[src/srs_pkg.sv]
// Shared types and constants for the shutter release sequencer.
// Request and result payload structs, phase and kind codes, timing constants.
// No dependencies.
package srs_pkg;

   localparam int unsigned FocusWidth   = 16;
   localparam int unsigned ExpDsWidth   = 16;
   localparam int unsigned ElapsedWidth = 23;
   localparam int unsigned PhaseWidth   = 3;
   localparam int unsigned KindWidth    = 2;
   localparam int unsigned CsrAddrWidth = 3;
   localparam int unsigned CsrDataWidth = 32;

   localparam logic [FocusWidth-1:0] FocusReset = 16'd100;
   localparam logic [6:0]            MsPerDs    = 7'd100;

   localparam logic [KindWidth-1:0] KindTick   = 2'd0;
   localparam logic [KindWidth-1:0] KindStart  = 2'd1;
   localparam logic [KindWidth-1:0] KindCancel = 2'd2;

   localparam logic [PhaseWidth-1:0] PhaseIdle     = 3'd0;
   localparam logic [PhaseWidth-1:0] PhasePre      = 3'd1;
   localparam logic [PhaseWidth-1:0] PhaseExpose   = 3'd2;
   localparam logic [PhaseWidth-1:0] PhasePost     = 3'd3;
   localparam logic [PhaseWidth-1:0] PhaseFinished = 3'd4;

   // register word index of focus_ms
   localparam logic RegFocus = 1'b0;

   typedef struct packed {
      logic [KindWidth-1:0]  kind;
      logic [ExpDsWidth-1:0] exposure_ds;
   } req_data_type;

   typedef struct packed {
      logic                  half_press;
      logic                  full_press;
      logic                  done_res;
      logic [PhaseWidth-1:0] phase;
   } rsp_data_type;

endpackage

[src/srs_seq.sv]
// Phase sequencer: holds phase, elapsed count and exposure length, and forms
// the result for the request being accepted. Depends on srs_pkg.
module srs_seq (
   input  logic                 clock,
   input  logic                 reset,
   input  logic                 accept,
   input  srs_pkg::req_data_type req_data,
   input  logic [srs_pkg::FocusWidth-1:0] focus_ms,
   output srs_pkg::rsp_data_type result
);
   import srs_pkg::*;

   logic [PhaseWidth-1:0]   phase_ff, phase_in;
   logic [ElapsedWidth-1:0] elapsed_ff, elapsed_in;
   logic [ElapsedWidth-1:0] exposure_ff, exposure_in;
   logic [ElapsedWidth-1:0] elapsed_inc;
   logic [ElapsedWidth-1:0] focus_ext;
   logic [ElapsedWidth-1:0] exposure_new;
   logic                    done;

   assign focus_ext    = {{(ElapsedWidth-FocusWidth){1'b0}}, focus_ms};
   // 65535 * 100 fits in 23 bits
   assign exposure_new = ElapsedWidth'(req_data.exposure_ds) * MsPerDs;
   // saturating count
   assign elapsed_inc  = (&elapsed_ff) ? elapsed_ff : elapsed_ff + 1'b1;

   always_comb begin
      phase_in    = phase_ff;
      elapsed_in  = elapsed_ff;
      exposure_in = exposure_ff;
      done        = 1'b0;
      unique case (req_data.kind)
         KindTick: begin
            unique case (phase_ff)
               PhasePre: begin
                  elapsed_in = elapsed_inc;
                  if (elapsed_inc > focus_ext) begin
                     phase_in   = PhaseExpose;
                     elapsed_in = '0;
                  end
               end
               PhaseExpose: begin
                  elapsed_in = elapsed_inc;
                  if (elapsed_inc > exposure_ff) begin
                     phase_in   = PhasePost;
                     elapsed_in = '0;
                  end
               end
               PhasePost: begin
                  elapsed_in = elapsed_inc;
                  if (elapsed_inc > focus_ext) begin
                     phase_in = PhaseFinished;
                  end
               end
               PhaseFinished: begin
                  done     = 1'b1;
                  phase_in = PhaseIdle;
               end
               default: phase_in = PhaseIdle;
            endcase
         end
         KindStart: begin
            if (phase_ff == PhaseIdle || phase_ff > PhaseFinished) begin
               exposure_in = exposure_new;
               phase_in    = PhasePre;
               elapsed_in  = '0;
            end
         end
         KindCancel: begin
            if (phase_ff == PhaseIdle || phase_ff > PhaseFinished) begin
               done     = 1'b1;
               phase_in = PhaseIdle;
            end else if (phase_ff == PhaseExpose) begin
               phase_in   = PhasePost;
               elapsed_in = '0;
            end else begin
               phase_in = PhaseFinished;
            end
         end
         default: begin
            if (phase_ff > PhaseFinished) phase_in = PhaseIdle;
         end
      endcase
   end

   always_comb begin
      result.half_press = (phase_in == PhasePre) || (phase_in == PhaseExpose) ||
                          (phase_in == PhasePost);
      result.full_press = (phase_in == PhaseExpose);
      result.done_res   = done;
      result.phase      = phase_in;
   end

   always_ff @(posedge clock) begin
      if (reset) begin
         phase_ff    <= PhaseIdle;
         elapsed_ff  <= '0;
         exposure_ff <= '0;
      end else if (accept) begin
         phase_ff    <= phase_in;
         elapsed_ff  <= elapsed_in;
         exposure_ff <= exposure_in;
      end
   end

`ifndef SYNTHESIS
   // exposing always holds both lines
   a_expose_lines: assert property (@(posedge clock) disable iff (reset)
      accept && result.full_press |-> result.half_press && result.phase == PhaseExpose)
      else $error("full press outside exposure");
   // done only when the sequencer ends up idle
   a_done_idle: assert property (@(posedge clock) disable iff (reset)
      accept && result.done_res |=> phase_ff == PhaseIdle)
      else $error("done without return to idle");
   // a start from idle always enters pre-focus with a cleared count
   a_start: assert property (@(posedge clock) disable iff (reset)
      accept && req_data.kind == KindStart && phase_ff == PhaseIdle
      |=> phase_ff == PhasePre && elapsed_ff == '0)
      else $error("start did not enter pre-focus");
`endif

endmodule

[src/shutter_release_sequencer_top.sv]
// Top level of the shutter release sequencer: request/result channels,
// CSR port for focus_ms and the result register. Depends on srs_pkg, srs_seq.
//
//   channel  direction  handshake          payload
//   req      in         req_valid/stall    req_data (kind, exposure_ds)
//   rsp      out        rsp_valid/stall    rsp_data (half/full press, done, phase)
//   csr      in/out     APB, pready = 1    focus_ms at byte address 0
//
// One request per cycle while req_stall is low; each yields its result next cycle from
// the result register. The phase compare-and-advance is a single pass of logic.
// Synchronous reset puts the phase at idle, clears the counts, focus_ms = 100.
// A stalled result holds the request side only while the result register is full.
module shutter_release_sequencer_top (
   input  logic                                  clock,
   input  logic                                  reset,
   input  logic                                  req_valid,
   output logic                                  req_stall,
   input  srs_pkg::req_data_type                 req_data,
   output logic                                  rsp_valid,
   input  logic                                  rsp_stall,
   output srs_pkg::rsp_data_type                 rsp_data,
   input  logic                                  psel,
   input  logic                                  penable,
   input  logic                                  pwrite,
   input  logic [srs_pkg::CsrAddrWidth-1:0]      paddr,
   input  logic [srs_pkg::CsrDataWidth-1:0]      pwdata,
   output logic [srs_pkg::CsrDataWidth-1:0]      prdata,
   output logic                                  pready
);
   import srs_pkg::*;

   logic [FocusWidth-1:0] focus_ff;
   logic                  rsp_valid_ff;
   rsp_data_type          rsp_data_ff;
   rsp_data_type          result;
   logic                  req_accept;
   logic                  csr_write;
   logic                  csr_word;

   assign csr_word  = paddr[CsrAddrWidth-1];
   assign pready    = 1'b1;
   assign csr_write = psel && penable && pwrite && pready;
   assign prdata    = (csr_word == RegFocus) ?
                      {{(CsrDataWidth-FocusWidth){1'b0}}, focus_ff} : '0;

   always_ff @(posedge clock) begin
      if (reset) begin
         focus_ff <= FocusReset;
      end else if (csr_write && csr_word == RegFocus) begin
         focus_ff <= pwdata[FocusWidth-1:0];
      end
   end

   assign req_stall  = rsp_valid_ff && rsp_stall;
   assign req_accept = req_valid && !req_stall;

   srs_seq u_seq (
      .clock    (clock),
      .reset    (reset),
      .accept   (req_accept),
      .req_data (req_data),
      .focus_ms (focus_ff),
      .result   (result)
   );

   always_ff @(posedge clock) begin
      if (reset) begin
         rsp_valid_ff <= 1'b0;
      end else if (req_accept) begin
         rsp_valid_ff <= 1'b1;
      end else if (!rsp_stall) begin
         rsp_valid_ff <= 1'b0;
      end
   end

   always_ff @(posedge clock) begin
      if (req_accept) begin
         rsp_data_ff <= result;
      end
   end

   assign rsp_valid = rsp_valid_ff;
   assign rsp_data  = rsp_data_ff;

`ifndef SYNTHESIS
   // every accepted request shows up as a result next cycle
   a_req_to_rsp: assert property (@(posedge clock) disable iff (reset)
      req_accept |=> rsp_valid)
      else $error("accepted request produced no result");
   // a held result is never overwritten
   a_no_overwrite: assert property (@(posedge clock) disable iff (reset)
      rsp_valid && rsp_stall |-> !req_accept)
      else $error("request accepted over a stalled result");
   // done pulse is reported only with the idle phase
   a_done_phase: assert property (@(posedge clock) disable iff (reset)
      rsp_valid && rsp_data.done_res |-> rsp_data.phase == PhaseIdle &&
                                         !rsp_data.half_press)
      else $error("done reported outside idle");
`endif

endmodule

[config.mk]
export PLATFORM = sky130hd
export DESIGN_NAME = shutter_release_sequencer_top
export DESIGN_NICKNAME = d
export VERILOG_FILES = /design/src/srs_pkg.sv /design/src/srs_seq.sv /design/src/shutter_release_sequencer_top.sv
export SDC_FILE = /design/constraint.sdc
export NUM_CORES = 1
export LEC_CHECK = 0
export ABC_AREA = 1
export BUFFER_PORTS_ARGS = -buffer_cell sky130_fd_sc_hd__buf_2
export CAP_MARGIN = 15
export CELL_PAD_IN_SITES_DETAIL_PLACEMENT = 0
export CELL_PAD_IN_SITES_GLOBAL_PLACEMENT = 1
export CORE_MARGIN = 4
export CORE_UTILIZATION = 35
export DETAILED_ROUTE_END_ITERATION = 6
export PLACE_DENSITY_LB_ADDON = 0.1
export SETUP_SLACK_MARGIN = 0.02
export SYNTH_ARGS = -nofsm -noshare
export SYNTH_HDL_FRONTEND = slang
export SYNTH_SLANG_ARGS = --single-unit
export TNS_END_PERCENT = 10
[constraint.sdc]
create_clock -name clock -period 4.6 [get_ports clock]
set_input_delay 1.15 -clock clock [delete_from_list [all_inputs] [get_ports clock]]
set_output_delay 1.15 -clock clock [all_outputs]
set_load 0.02 [all_outputs]
==> flow_metrics.py, run 1 <==
metrics = {
    "run_status": {
        "status": "finished, final reports clean",
    },
    "sta": {
        "final_hold_viol_count": 0,
        "fin_tns_setup_ns": 0,
        "timing.fmax_mhz": 247.8,
        "worst_pin_slew_ns": 0.9191,
        "period_needed_ns": 4.035,
        "clock-skew-final_ns": 0.005841,
        "max-slew-margin-rel_pct": 38.66,
        "fin_crit_sh_pct": 87.73,
        "grt_setup_unrepaired": "no",
        "drv_slew": 0,
        "setup_viol": 0,
    },
    "critical_path": {
        "number_of_cells_on_the_worst_reg_to_reg_path": 25,
        "worstPathMaxFanout": 4,
        "critical_path.reg2reg.endpoint": "u_seq.elapsed_ff[13]",
        "ff2ff_setup_slack_ns": 0.59,
        "timing.rr.start": "u_seq.elapsed_ff[3]",
        "setup.worst_path.start": "req_data[2]",
        "crit_path_start_kind": "primary input",
        "crit_required_ns": 4.83,
        "worstSetupPathType": "primary input to register",
        "worst_path_arrival_ns": 4.27,
        "critPathCaptureType": "register",
    },
    "detailed_routing": {
        "routed_wirelength_microns": 15770,
        "route.detailed.drc": 0,
        "antenna_violating_nets_post_route": 0,
        "routed-via-count": 5579,
        "initialDrtViolationCount": 170,
        "drtPass1Iterations": 4,
        "post_drt_wl_per_cell_microns": 12.94,
        "viasPerCell": 4.580,
    },
    "die": {
        "chipWidth_microns": 145.1,
        "die_ht_microns": 145.1,
        "core-area_sq_mm": 0.01821,
        "floorplan.initialDensity_pct": 36.11,
        "ioPinCount": 101,
        "die_area_sq_mm": 0.02104,
        "rows": 49,
    },
    "cts": {
        "clk-insertion-delay-late_ns": 0.33,
        "clk_pin_slew_worst_paths_ns": 0.06,
        "cts-root-to-sink-buffers": 2,
        "clkSinkCount": 70,
        "cts_buffers": 9,
        "cts_tree": "done",
        "htree_levels": 3,
        "clk_root_buffer_cell": "sky130_fd_sc_hd__clkbuf_16",
    },
    "power": {
        "leakage_nw": 3.749,
        "p_int_mw": 1.284,
        "irDropWorstVdd_mv": 0.1208,
        "p_switching_uw": 668.2,
        "comb_power_share_pct": 31.1,
        "power.share.sequential_pct": 33.3,
        "switching_share_pct": 34.23,
        "p_per_area_mw_per_mm2": 264.3,
        "clock_power_share_pct": 35.6,
    },
    "layout": {
        "area_delta_synth_final_pct": 12.29,
        "post-route-cell-area_sq_mm": 0.007383,
        "post_route_cells_drive_above_1_share_pct": 16.28,
        "antenna_diodes": 0,
        "fin_nets": 1152,
    },
    "synth": {
        "ys_top_cells_by_area": "sky130_fd_sc_hd__dfxtp_1, sky130_fd_sc_hd__ha_1, sky130_fd_sc_hd__nand2_1",
        "syn-mean-instance-area_sq_um": 7.131,
        "yosys_register_bits": 70,
        "synth_warnings": 0,
        "ys_top_cells_by_count": "sky130_fd_sc_hd__nand2_1, sky130_fd_sc_hd__inv_1, sky130_fd_sc_hd__ha_1, sky130_fd_sc_hd__a21oi_1, sky130_fd_sc_hd__nor2_1",
        "number_of_distinct_standard_cells_referenced_by_the_synthesized_netlist": 46,
        "ys_seq_area_share_pct": 22.23,
        "synthDominantCellAreaShare_pct": 19.49,
        "synth-async-reset-ratio_pct": 0,
        "synthCells": 922,
        "post-synth-top-area-cell": "sky130_fd_sc_hd__dfxtp_1",
        "synthesis.area_sq_mm": 0.006575,
        "synth_enable_flop_cells": 6,
        "synth_most_common_cell": "sky130_fd_sc_hd__nand2_1",
        "synth_top_flop_cell": "sky130_fd_sc_hd__dfxtp_1",
    },
    "placement": {
        "gpl.final_weighted_congestion": 0.8051,
        "detailedPlacementHpwl_microns": 12900,
        "placement.cell_area_sq_mm": 0.007087,
        "numPortBuffers": 65,
    },
    "global_routing": {
        "globalRouteMet1Util_pct": 20.75,
        "grt_pass1_vias": 5363,
        "grt_util_met3_pct": 2.027,
        "gr-usage-all-layers_pct": 15.17,
        "routing_usage_on_met2_pct": 25.21,
        "antenna_found_initial": 0,
        "grt_start_max_net_pins": 36,
        "wire_length_of_the_first_global_routing_pass_microns": 26590,
        "globalRoute.totalOverflow": 0,
        "gr-max-usage-layer": "met2",
    },
    "min_path": {
        "holdPathStages": 2,
        "timing.hold.worst_endpoint": "u_seq.exposure_ff[3]",
        "hold_path_class": "register to register",
        "hold_path.startpoint": "u_seq.exposure_ff[3]",
    },
    "flow_run": {
        "maxCapViolations": 0,
    },
}
## cell type report
cell class / count / area (sq um)
fillers: 2002 / 10830
clock inverters: 7 / 65.06
well taps: 229 / 286.5
repair buffers: 76 / 420.4
multi-input cells: 655 / 4279
inverters: 172 / 645.6
flip-flops and latches: 70 / 1461
clock buffers: 9 / 225.2
## through the flow
| stage | utilization (%) | total power [mW] | std cells | worst slack (ns) | hold WS (ns) |
|---|---|---|---|---|---|
| detailed placement | 38.92 | 1.280 | 1202 | 0.1694 | 0.4721 |
| global route | 40.55 | 2.102 | 1218 | 0.02966 | 0.5152 |
| CTS | 40.51 | 1.989 | 1218 | 0.4221 | 0.4806 |
| finish | 40.55 | 1.952 | 1218 | 0.5646 | 0.4719 |
| floorplan | - | 1.142 | 937 | 0.4952 | 0.4353 |
| global placement | 38.92 | 1.281 | 1202 | 0.1701 | 0.4680 |
## how the worst max path moves through the flow
| stage | endpoint | slack, ns | depth (start not counted) |
|---|---|---|---|
| floorplan | u_seq.exposure_ff[20] | 0.50 | 18 |
| global placement | u_seq.exposure_ff[20] | 0.17 | 19 |
| detailed placement | u_seq.exposure_ff[20] | 0.17 | 19 |
| CTS | rsp_data[5] | 0.42 | 25 |
| global route | u_seq.elapsed_ff[13] | 0.03 | 25 |
| finish | u_seq.exposure_ff[20] | 0.56 | 19 |
## flip-flops by register name, indices dropped and copies added (netlist names)
name	flops
u_seq.phase_ff	3
rsp_valid	1
focus_ff	16
u_seq.exposure_ff	21
rsp_data	6
u_seq.elapsed_ff	23
## per-layer routing
metal  vias up  part of all wire (%)
met3         9                   2.1
li1       3052                     -
met5         -                     0
met2        60                    45
met1      2458                    51
met4         0                   1.0
## worst max-delay path, stage by stage
cell and delay, ns:
sky130_fd_sc_hd__buf_2 0.11, sky130_fd_sc_hd__ha_1 0.29, sky130_fd_sc_hd__ha_1 0.28, sky130_fd_sc_hd__inv_1 0.05
sky130_fd_sc_hd__fa_1 0.49, sky130_fd_sc_hd__inv_1 0.04, sky130_fd_sc_hd__ha_1 0.34, sky130_fd_sc_hd__nand2_1 0.06
sky130_fd_sc_hd__o21ai_0 0.22, sky130_fd_sc_hd__nand2_1 0.10, sky130_fd_sc_hd__nand2_1 0.13, sky130_fd_sc_hd__inv_1 0.05
sky130_fd_sc_hd__o21ai_0 0.25, sky130_fd_sc_hd__a31oi_1 0.18, sky130_fd_sc_hd__o21ai_0 0.21, sky130_fd_sc_hd__xor2_1 0.17
sky130_fd_sc_hd__nand2_1 0.06, sky130_fd_sc_hd__nand2_1 0.05, sky130_fd_sc_hd__inv_1 0.04
## power groups by stage
stage          Sequential [mW]  Clock, mW  Combinational, mW
2_1_floorplan            0.668          0              0.474
3_3_place_gp             0.662          0              0.618
3_5_place_dp             0.663          0              0.617
4_1_cts                  0.650      0.718              0.621
5_1_grt                  0.652      0.740              0.711
6_report                 0.649      0.696              0.607
## cell families (layout without fill, tap and decap cells)
family | Yosys count | in the layout | synth area share, %
XOR/XNOR | 23 | 23 | 3.064
AO/OA/AOI/OAI | 157 | 157 | 13.82
buffers and inverters | 212 | 264 | 13.64
adder cells (fa/ha/maj) | 108 | 108 | 21.81
AND/OR/NAND/NOR | 350 | 350 | 25.33
other | 2 | 17 | 0.1142
flip-flops | 70 | 70 | 22.23
## layout by cell type, fill, tap and decap left out, types with 5 or more instances in the layout
master / netlist / routed
sky130_fd_sc_hd__o21ai_0: 44 / 44
sky130_fd_sc_hd__nand2_1: 178 / 178
sky130_fd_sc_hd__buf_4: 17 / 10
sky130_fd_sc_hd__conb_1: 2 / 17
sky130_fd_sc_hd__a21oi_2: 13 / 14
sky130_fd_sc_hd__nand2_2: 6 / 6
sky130_fd_sc_hd__inv_1: 168 / 168
sky130_fd_sc_hd__nor2_4: 5 / 5
sky130_fd_sc_hd__dfxtp_1: 64 / 64
sky130_fd_sc_hd__nand3_2: 23 / 23
sky130_fd_sc_hd__ha_1: 97 / 97
sky130_fd_sc_hd__xor2_1: 14 / 14
sky130_fd_sc_hd__nor3_1: 10 / 10
sky130_fd_sc_hd__o211ai_1: 5 / 5
sky130_fd_sc_hd__xnor2_1: 9 / 9
sky130_fd_sc_hd__fa_1: 11 / 11
sky130_fd_sc_hd__buf_2: 0 / 65
sky130_fd_sc_hd__nor2_1: 67 / 66
sky130_fd_sc_hd__nand4_1: 7 / 7
sky130_fd_sc_hd__clkbuf_16: 0 / 9
sky130_fd_sc_hd__edfxtp_1: 6 / 6
sky130_fd_sc_hd__nand3_1: 37 / 37
sky130_fd_sc_hd__nor2_2: 5 / 6
sky130_fd_sc_hd__a21oi_1: 79 / 78
## repair_timing
action	4_1_cts	5_1_grt
hold buffers	0	0
setup endpoints to repair	0	3
setup buffers	0	0
gates resized for setup	0	2
(Power assumes the default switching activity.)
==> run 2, diff against run 1 <==
==> constraint.sdc (replaced) <==
create_clock -name clock -period 4.05 [get_ports clock]
set_input_delay 1.0125 -clock clock [delete_from_list [all_inputs] [get_ports clock]]
set_output_delay 1.0125 -clock clock [all_outputs]
set_load 0.02 [all_outputs]
==> run 2 against run 1 <==
Die area unchanged. Non-clock buffer count rose by 40. Sequential share of layout area down 0.90 points. Hold slack lost 0.0090 ns. Sequential cell count is the same. Power rose by 20%. Core utilization up 2.0 points. Setup slack worse by 0.20 ns. Via count grew 3.1%. Routed wire length grew 2.5%. Clock skew is essentially flat.
==> flow_metrics.py, run 2 (synthesis results as in run 1) <==
metrics = {
    "cts": {
        "clkSinkCount": 70,
        "cts_tree": "done",
        "clk_root_buffer_cell": "sky130_fd_sc_hd__clkbuf_16",
        "post-cts-setup-buffer-count": 0,
        "cts-root-to-sink-buffers": 2,
        "clk_pin_slew_worst_paths_ns": 0.06,
        "clk-insertion-delay-late_ns": 0.34,
        "cts_hold_repair.buffers": 0,
        "htree_levels": 3,
        "cts_resized": 0,
        "cts_buffers": 9,
    },
    "power": {
        "switching_share_pct": 32.59,
        "p_switching_uw": 761.6,
        "comb_power_share_pct": 32.3,
        "total_power_mw": 2.337,
        "leakage_nw": 3.988,
        "clock_power_share_pct": 36.1,
        "power.share.sequential_pct": 31.6,
        "p_per_area_mw_per_mm2": 301.8,
        "irDropWorstVdd_mv": 0.1676,
        "p_int_mw": 1.576,
    },
    "global_routing": {
        "grt_start_max_net_pins": 36,
        "antenna_found_initial": 0,
        "globalRoute.totalOverflow": 0,
        "wire_length_of_the_first_global_routing_pass_microns": 27850,
        "grt_pass1_vias": 5672,
        "gr-usage-all-layers_pct": 16.01,
    },
    "critical_path": {
        "number_of_cells_on_the_worst_reg_to_reg_path": 27,
        "worstPathMaxFanout": 3,
        "crit_slowest_cell": "sky130_fd_sc_hd__fa_1",
        "crit_path_max_incr_delay_ns": 0.49,
        "worstSetupPathType": "primary input to register",
        "path_cells": "buf_2, ha_1, ha_1, inv_1, fa_1, inv_1, ha_1, buf_4, a21oi_1, nand2_1, a21o_1, a21oi_1, o21ai_0, nand3_1, nand2_1, nand2_1, a21o_1, nand3_1, nand2_1, inv_1",
        "cp_num_buf_inv": 5,
        "critPathCaptureType": "register",
        "cp.depth": 20,
        "path_delay_family": "adder cells",
        "critical_path.most_common_cell": "sky130_fd_sc_hd__nand2_1",
        "worst_path_arrival_ns": 3.92,
        "crit_path_start_kind": "primary input",
        "crit_required_ns": 4.29,
    },
    "layout": {
        "top_regs": "u_seq.elapsed_ff x23, u_seq.exposure_ff x21, focus_ff x16",
        "final_common_cell": "sky130_fd_sc_hd__nand2_1",
        "post_route_cells_drive_above_1_share_pct": 19.83,
        "fillerInstances": 1973,
        "post_layout_nonfiller_instances": 1258,
        "mostFrequentLayoutCells": "sky130_fd_sc_hd__nand2_1, sky130_fd_sc_hd__inv_1, sky130_fd_sc_hd__ha_1, sky130_fd_sc_hd__a21oi_1",
        "antenna_diodes": 0,
        "register_ranked_first_by_flip_flop_count": "u_seq.elapsed_ff",
        "area_delta_synth_final_pct": 17.77,
        "number_of_flip_flops_under_the_largest_register_name": 23,
        "fin_nets": 1192,
    },
    "min_path": {
        "holdPathStages": 2,
        "hold_path_class": "register to register",
    },
    "placement": {
        "numPortBuffers": 65,
        "place_inst": 1242,
        "detailedPlacementHpwl_microns": 13230,
        "gpl.final_weighted_congestion": 0.8032,
    },
    "sta": {
        "grt_setup_unrepaired": "no",
        "period_needed_ns": 3.683,
        "timing.fmax_mhz": 271.5,
        "worst_pin_slew_ns": 0.9086,
        "drv_slew": 0,
        "max-slew-margin-rel_pct": 39.36,
        "setup_viol": 0,
        "final_hold_viol_count": 0,
        "fin_crit_sh_pct": 90.93,
        "fin_tns_setup_ns": 0,
        "clock-skew-final_ns": 0.005473,
    },
    "detailed_routing": {
        "initialDrtViolationCount": 210,
        "antenna_violating_nets_post_route": 0,
        "route.detailed.drc": 0,
        "viasPerCell": 4.573,
        "drtPass1Iterations": 4,
        "post_drt_wl_per_cell_microns": 12.85,
        "routed_wirelength_microns": 16160,
        "routed-via-count": 5753,
    },
    "flow_run": {
        "maxCapViolations": 0,
    },
    "run_status": {
        "status": "finished, final reports clean",
    },
    "die": {
        "chipWidth_microns": 145.1,
        "die_ht_microns": 145.1,
        "ioPinCount": 101,
        "rows": 49,
        "core-area_sq_mm": 0.01821,
        "floorplan.initialDensity_pct": 36.11,
        "die_area_sq_mm": 0.02104,
    },
}
-- run 2: cell count changes in the layout (fill, tap and decap cells not counted), sizes merged --
cell	change
clkinvlp	-3
buf	+40
clkbuf	+2
bufinv	+1
-- run 2: final timing paths --
path	slack [ns]	endpoint	from
max	0.37	u_seq.exposure_ff[17]	req_data[2]
min	0.46	u_seq.exposure_ff[3]	u_seq.exposure_ff[3]
max reg2reg	0.49	rsp_data[5]	u_seq.elapsed_ff[6]
min reg2reg	0.46	u_seq.exposure_ff[3]	u_seq.exposure_ff[3]
-- run 2: power groups by stage --
stage          combinational [mW]  clock, mW  sequential, mW
6_report                    0.756      0.844           0.737
5_1_grt                     0.895      0.896           0.740
4_1_cts                     0.769      0.873           0.737
3_5_place_dp                0.763          0           0.753
3_3_place_gp                0.767          0           0.752
2_1_floorplan               0.538          0           0.759
-- run 2: through the flow --
stage | hold slack, ns | cell area [sq um] | setup WS [ns] | util [%]
global placement | 0.4665 | 7412 | -0.1003 | 40.71
CTS | 0.4690 | 7719 | 0.2685 | 42.39
finish | 0.4630 | 7744 | 0.3673 | 42.53
floorplan | 0.4353 | 6631 | 0.08267 | -
global route | 0.4996 | 7744 | 0.02745 | 42.53
detailed placement | 0.4612 | 7412 | -0.08106 | 40.71
-- run 2: worst reg2reg max path, cell delays in order, from the launching register on --
cell	delay (ns)
sky130_fd_sc_hd__dfxtp_1	0.34
sky130_fd_sc_hd__nand2_1	0.13
sky130_fd_sc_hd__nor2_2	0.17
sky130_fd_sc_hd__nand3_1	0.14
sky130_fd_sc_hd__nor3_2	0.15
sky130_fd_sc_hd__nand3_1	0.11
sky130_fd_sc_hd__inv_1	0.12
sky130_fd_sc_hd__nor2_1	0.09
sky130_fd_sc_hd__nand4_1	0.12
sky130_fd_sc_hd__nor2_1	0.06
sky130_fd_sc_hd__xor2_1	0.14
sky130_fd_sc_hd__buf_4	0.17
sky130_fd_sc_hd__ha_1	0.27
sky130_fd_sc_hd__nand2_1	0.04
sky130_fd_sc_hd__inv_1	0.08
sky130_fd_sc_hd__nand3_1	0.07
sky130_fd_sc_hd__nor3_1	0.24
sky130_fd_sc_hd__nand2_1	0.09
sky130_fd_sc_hd__nor2_1	0.09
sky130_fd_sc_hd__nand2_1	0.06
sky130_fd_sc_hd__nor2_1	0.18
sky130_fd_sc_hd__nor2_4	0.05
sky130_fd_sc_hd__nand2_4	0.10
sky130_fd_sc_hd__nand2_1	0.06
sky130_fd_sc_hd__nand2_1	0.07
sky130_fd_sc_hd__nand2_2	0.06
sky130_fd_sc_hd__nand2_4	0.08
sky130_fd_sc_hd__o21ai_2	0.05
-- run 2: layout make-up --
type / count / area (sq um) / share of cell area, %
clock inverters: 5 / 73.82 / 0.9533
clock buffers: 11 / 232.7 / 3.005
inverters: 172 / 645.6 / 8.337
repair buffers: 116 / 745.7 / 9.630
multi-input cells: 655 / 4297 / 55.49
well taps: 229 / 286.5 / 3.700
flip-flops and latches: 70 / 1463 / 18.89
-- run 2: metal layers --
| metal | global-route usage [%] | wire (microns) | vias up |
|---|---|---|---|
| met5 | 0 | 0 | - |
| met1 | 21.00 | 7882 | 2520 |
| met4 | 5.603 | 295 | 0 |
| met3 | 2.339 | 558 | 19 |
| met2 | 27.02 | 7424 | 83 |
| li1 | - | - | 3131 |
==> run 3, diff against run 2 <==
--- a/config.mk
+++ b/config.mk
@@ -11,7 +11,7 @@
 export CELL_PAD_IN_SITES_DETAIL_PLACEMENT = 0
 export CELL_PAD_IN_SITES_GLOBAL_PLACEMENT = 1
 export CORE_MARGIN = 4
-export CORE_UTILIZATION = 35
+export CORE_UTILIZATION = 42
 export DETAILED_ROUTE_END_ITERATION = 6
 export PLACE_DENSITY_LB_ADDON = 0.1
 export SETUP_SLACK_MARGIN = 0.02
==> run 3 against run 2 <==
Largest cell class unchanged. Setup slack got worse by 0.021 ns. Critical path type is now register to register. Highest routed layer unchanged. Sequential share of layout area is 0.28 points higher. Hold slack better by 0.015 ns. Largest power group unchanged.
==> flow_metrics.py, run 3 (synthesis results as in run 1) <==
metrics = {
    "cts": {
        "cts_resized": 0,
        "clk-insertion-delay-late_ns": 0.34,
        "cts_tree": "done",
        "clkSinkCount": 70,
        "htree_levels": 3,
        "cts_buffers": 9,
        "post-cts-setup-buffer-count": 0,
        "cts_hold_repair.buffers": 0,
        "clk_root_buffer_cell": "sky130_fd_sc_hd__clkbuf_16",
        "clk_pin_slew_worst_paths_ns": 0.06,
        "cts-root-to-sink-buffers": 2,
    },
    "layout": {
        "sequential_cell_area_sq_mm": 0.001461,
        "multi_input_area_sq_mm": 0.004297,
        "number_of_flip_flops_under_the_largest_register_name": 23,
        "register_ranked_first_by_flip_flop_count": "u_seq.elapsed_ff",
        "post_route_cells_drive_above_1_share_pct": 18.57,
        "mostFrequentLayoutCells": "sky130_fd_sc_hd__nand2_1, sky130_fd_sc_hd__inv_1, sky130_fd_sc_hd__ha_1, sky130_fd_sc_hd__a21oi_1, sky130_fd_sc_hd__nor2_1",
        "post_layout_nonfiller_instances": 1229,
        "finish.utilization_pct": 49.96,
        "fin_nets": 1181,
        "final_common_cell": "sky130_fd_sc_hd__nand2_1",
        "antenna_diodes": 0,
        "fillerInstances": 1615,
        "area_delta_synth_final_pct": 15.95,
        "top_regs": "u_seq.elapsed_ff x23, u_seq.exposure_ff x21, focus_ff x16",
    },
    "placement": {
        "numPortBuffers": 65,
        "place_inst": 1213,
        "detailedPlacementHpwl_microns": 12550,
        "gpl.final_weighted_congestion": 0.8036,
    },
    "sta": {
        "grt_setup_unrepaired": "yes",
        "worst_pin_slew_ns": 0.9848,
        "clock-skew-final_ns": 0.008708,
        "fin_tns_setup_ns": 0,
        "timing.fmax_mhz": 270.0,
        "final_hold_viol_count": 0,
        "worst_hold_slack_ns": 0.4781,
        "max-slew-margin-rel_pct": 34.27,
        "period_needed_ns": 3.704,
        "drv_slew": 0,
        "setup_viol": 0,
        "fin_crit_sh_pct": 91.45,
    },
    "power": {
        "total_power_mw": 2.319,
        "irDropWorstVdd_mv": 0.1854,
        "p_per_area_mw_per_mm2": 304.2,
        "leakage_nw": 3.926,
    },
    "global_routing": {
        "globalRoute.totalOverflow": 0,
        "antenna_found_initial": 0,
        "grt_start_max_net_pins": 36,
        "gr-usage-all-layers_pct": 18.01,
        "wire_length_of_the_first_global_routing_pass_microns": 26420,
        "grt_pass1_vias": 5609,
    },
    "die": {
        "rows": 45,
        "die_area_sq_mm": 0.01772,
        "die_ht_microns": 133.1,
        "chipWidth_microns": 133.1,
        "floorplan.initialDensity_pct": 43.09,
        "ioPinCount": 101,
        "core-area_sq_mm": 0.01526,
    },
    "critical_path": {
        "worst_path_arrival_ns": 3.90,
        "crit_required_ns": 4.25,
        "crit_path_start_kind": "register",
        "path_cells": "nand2_1, nor2_1, nand3_1, nor3_1, nand3_1, inv_1, nor2_1, nand4_1, nor2_1, xor2_1, buf_4, ha_1, nand4_1, nor3_1, a21oi_4, nor2_4, nand2_2, nand3_1, nand2_1, o21ai_0, nand3_1, nor2_2",
        "cp_num_buf_inv": 2,
        "worstPathMaxFanout": 4,
        "path_delay_family": "simple AND/OR/NAND/NOR gates",
        "crit_slowest_cell": "sky130_fd_sc_hd__dfxtp_1",
        "critical_path.most_common_cell": "sky130_fd_sc_hd__nand3_1",
        "critPathCaptureType": "register",
        "worstSetupPathType": "register to register",
        "crit_path_max_incr_delay_ns": 0.38,
    },
    "min_path": {
        "hold_path_class": "register to register",
    },
    "flow_run": {
        "maxCapViolations": 0,
    },
    "detailed_routing": {
        "route.detailed.drc": 0,
        "post_drt_wl_per_cell_microns": 12.49,
        "routed_wirelength_microns": 15350,
        "routed-via-count": 5742,
        "antenna_violating_nets_post_route": 0,
        "viasPerCell": 4.672,
        "drtPass1Iterations": 4,
        "initialDrtViolationCount": 212,
    },
    "run_status": {
        "status": "finished, final reports clean",
    },
}
[run 3: cell types whose count changed in the layout (fill, tap and decap cells not counted), sizes merged]
| cell | delta |
|---|---|
| buf | -11 |
| clkbuf | -1 |
| clkinv | +1 |
[run 3: through the flow]
step / cell area, sq um / setup WS [ns]
6_report: 7624 / 0.3462
3_3_place_gp: 7295 / -0.06791
3_5_place_dp: 7295 / -0.04135
4_1_cts: 7600 / 0.2158
2_1_floorplan: 6631 / 0.08267
5_1_grt: 7624 / 0.006456
[run 3: layout make-up]
cell class / count / area share, %
multi-input cells: 655 / 56.36
flip-flops and latches: 70 / 19.17
repair buffers: 105 / 8.534
inverters: 172 / 8.469
well taps: 211 / 3.463
clock buffers: 10 / 3.003
clock inverters: 6 / 1.001
[run 3: metal layers]
layer	routed length, microns	track usage (%)	share of wire, %
met5	0	0	0
met4	159	4.800	1.0
met3	485	2.908	3.2
met2	7152	30.47	47
met1	7557	23.97	49
[run 3: path summary, 6_finish.rpt]
check                                           from              endpoint  slack (ns)  cells after the start
worst min register to register  u_seq.exposure_ff[4]  u_seq.exposure_ff[4]        0.48                      2
worst max-delay path             u_seq.elapsed_ff[4]           rsp_data[4]        0.35                     22
worst min-delay path            u_seq.exposure_ff[4]  u_seq.exposure_ff[4]        0.48                      2
worst max register to register   u_seq.elapsed_ff[4]           rsp_data[4]        0.35                     22
[run 3: tightest hold or removal path, cell delays in order, from the launching register on]
cell and delay, ns:
sky130_fd_sc_hd__dfxtp_1 0.29, sky130_fd_sc_hd__inv_1 0.07, sky130_fd_sc_hd__a21oi_1 0.06
[run 3: where the power goes]
group          switching [mW]  internal, mW  total, mW
clock                   0.301         0.532      0.833
combinational           0.439         0.309      0.748
sequential             0.0107         0.727      0.738
total                   0.750          1.57       2.32
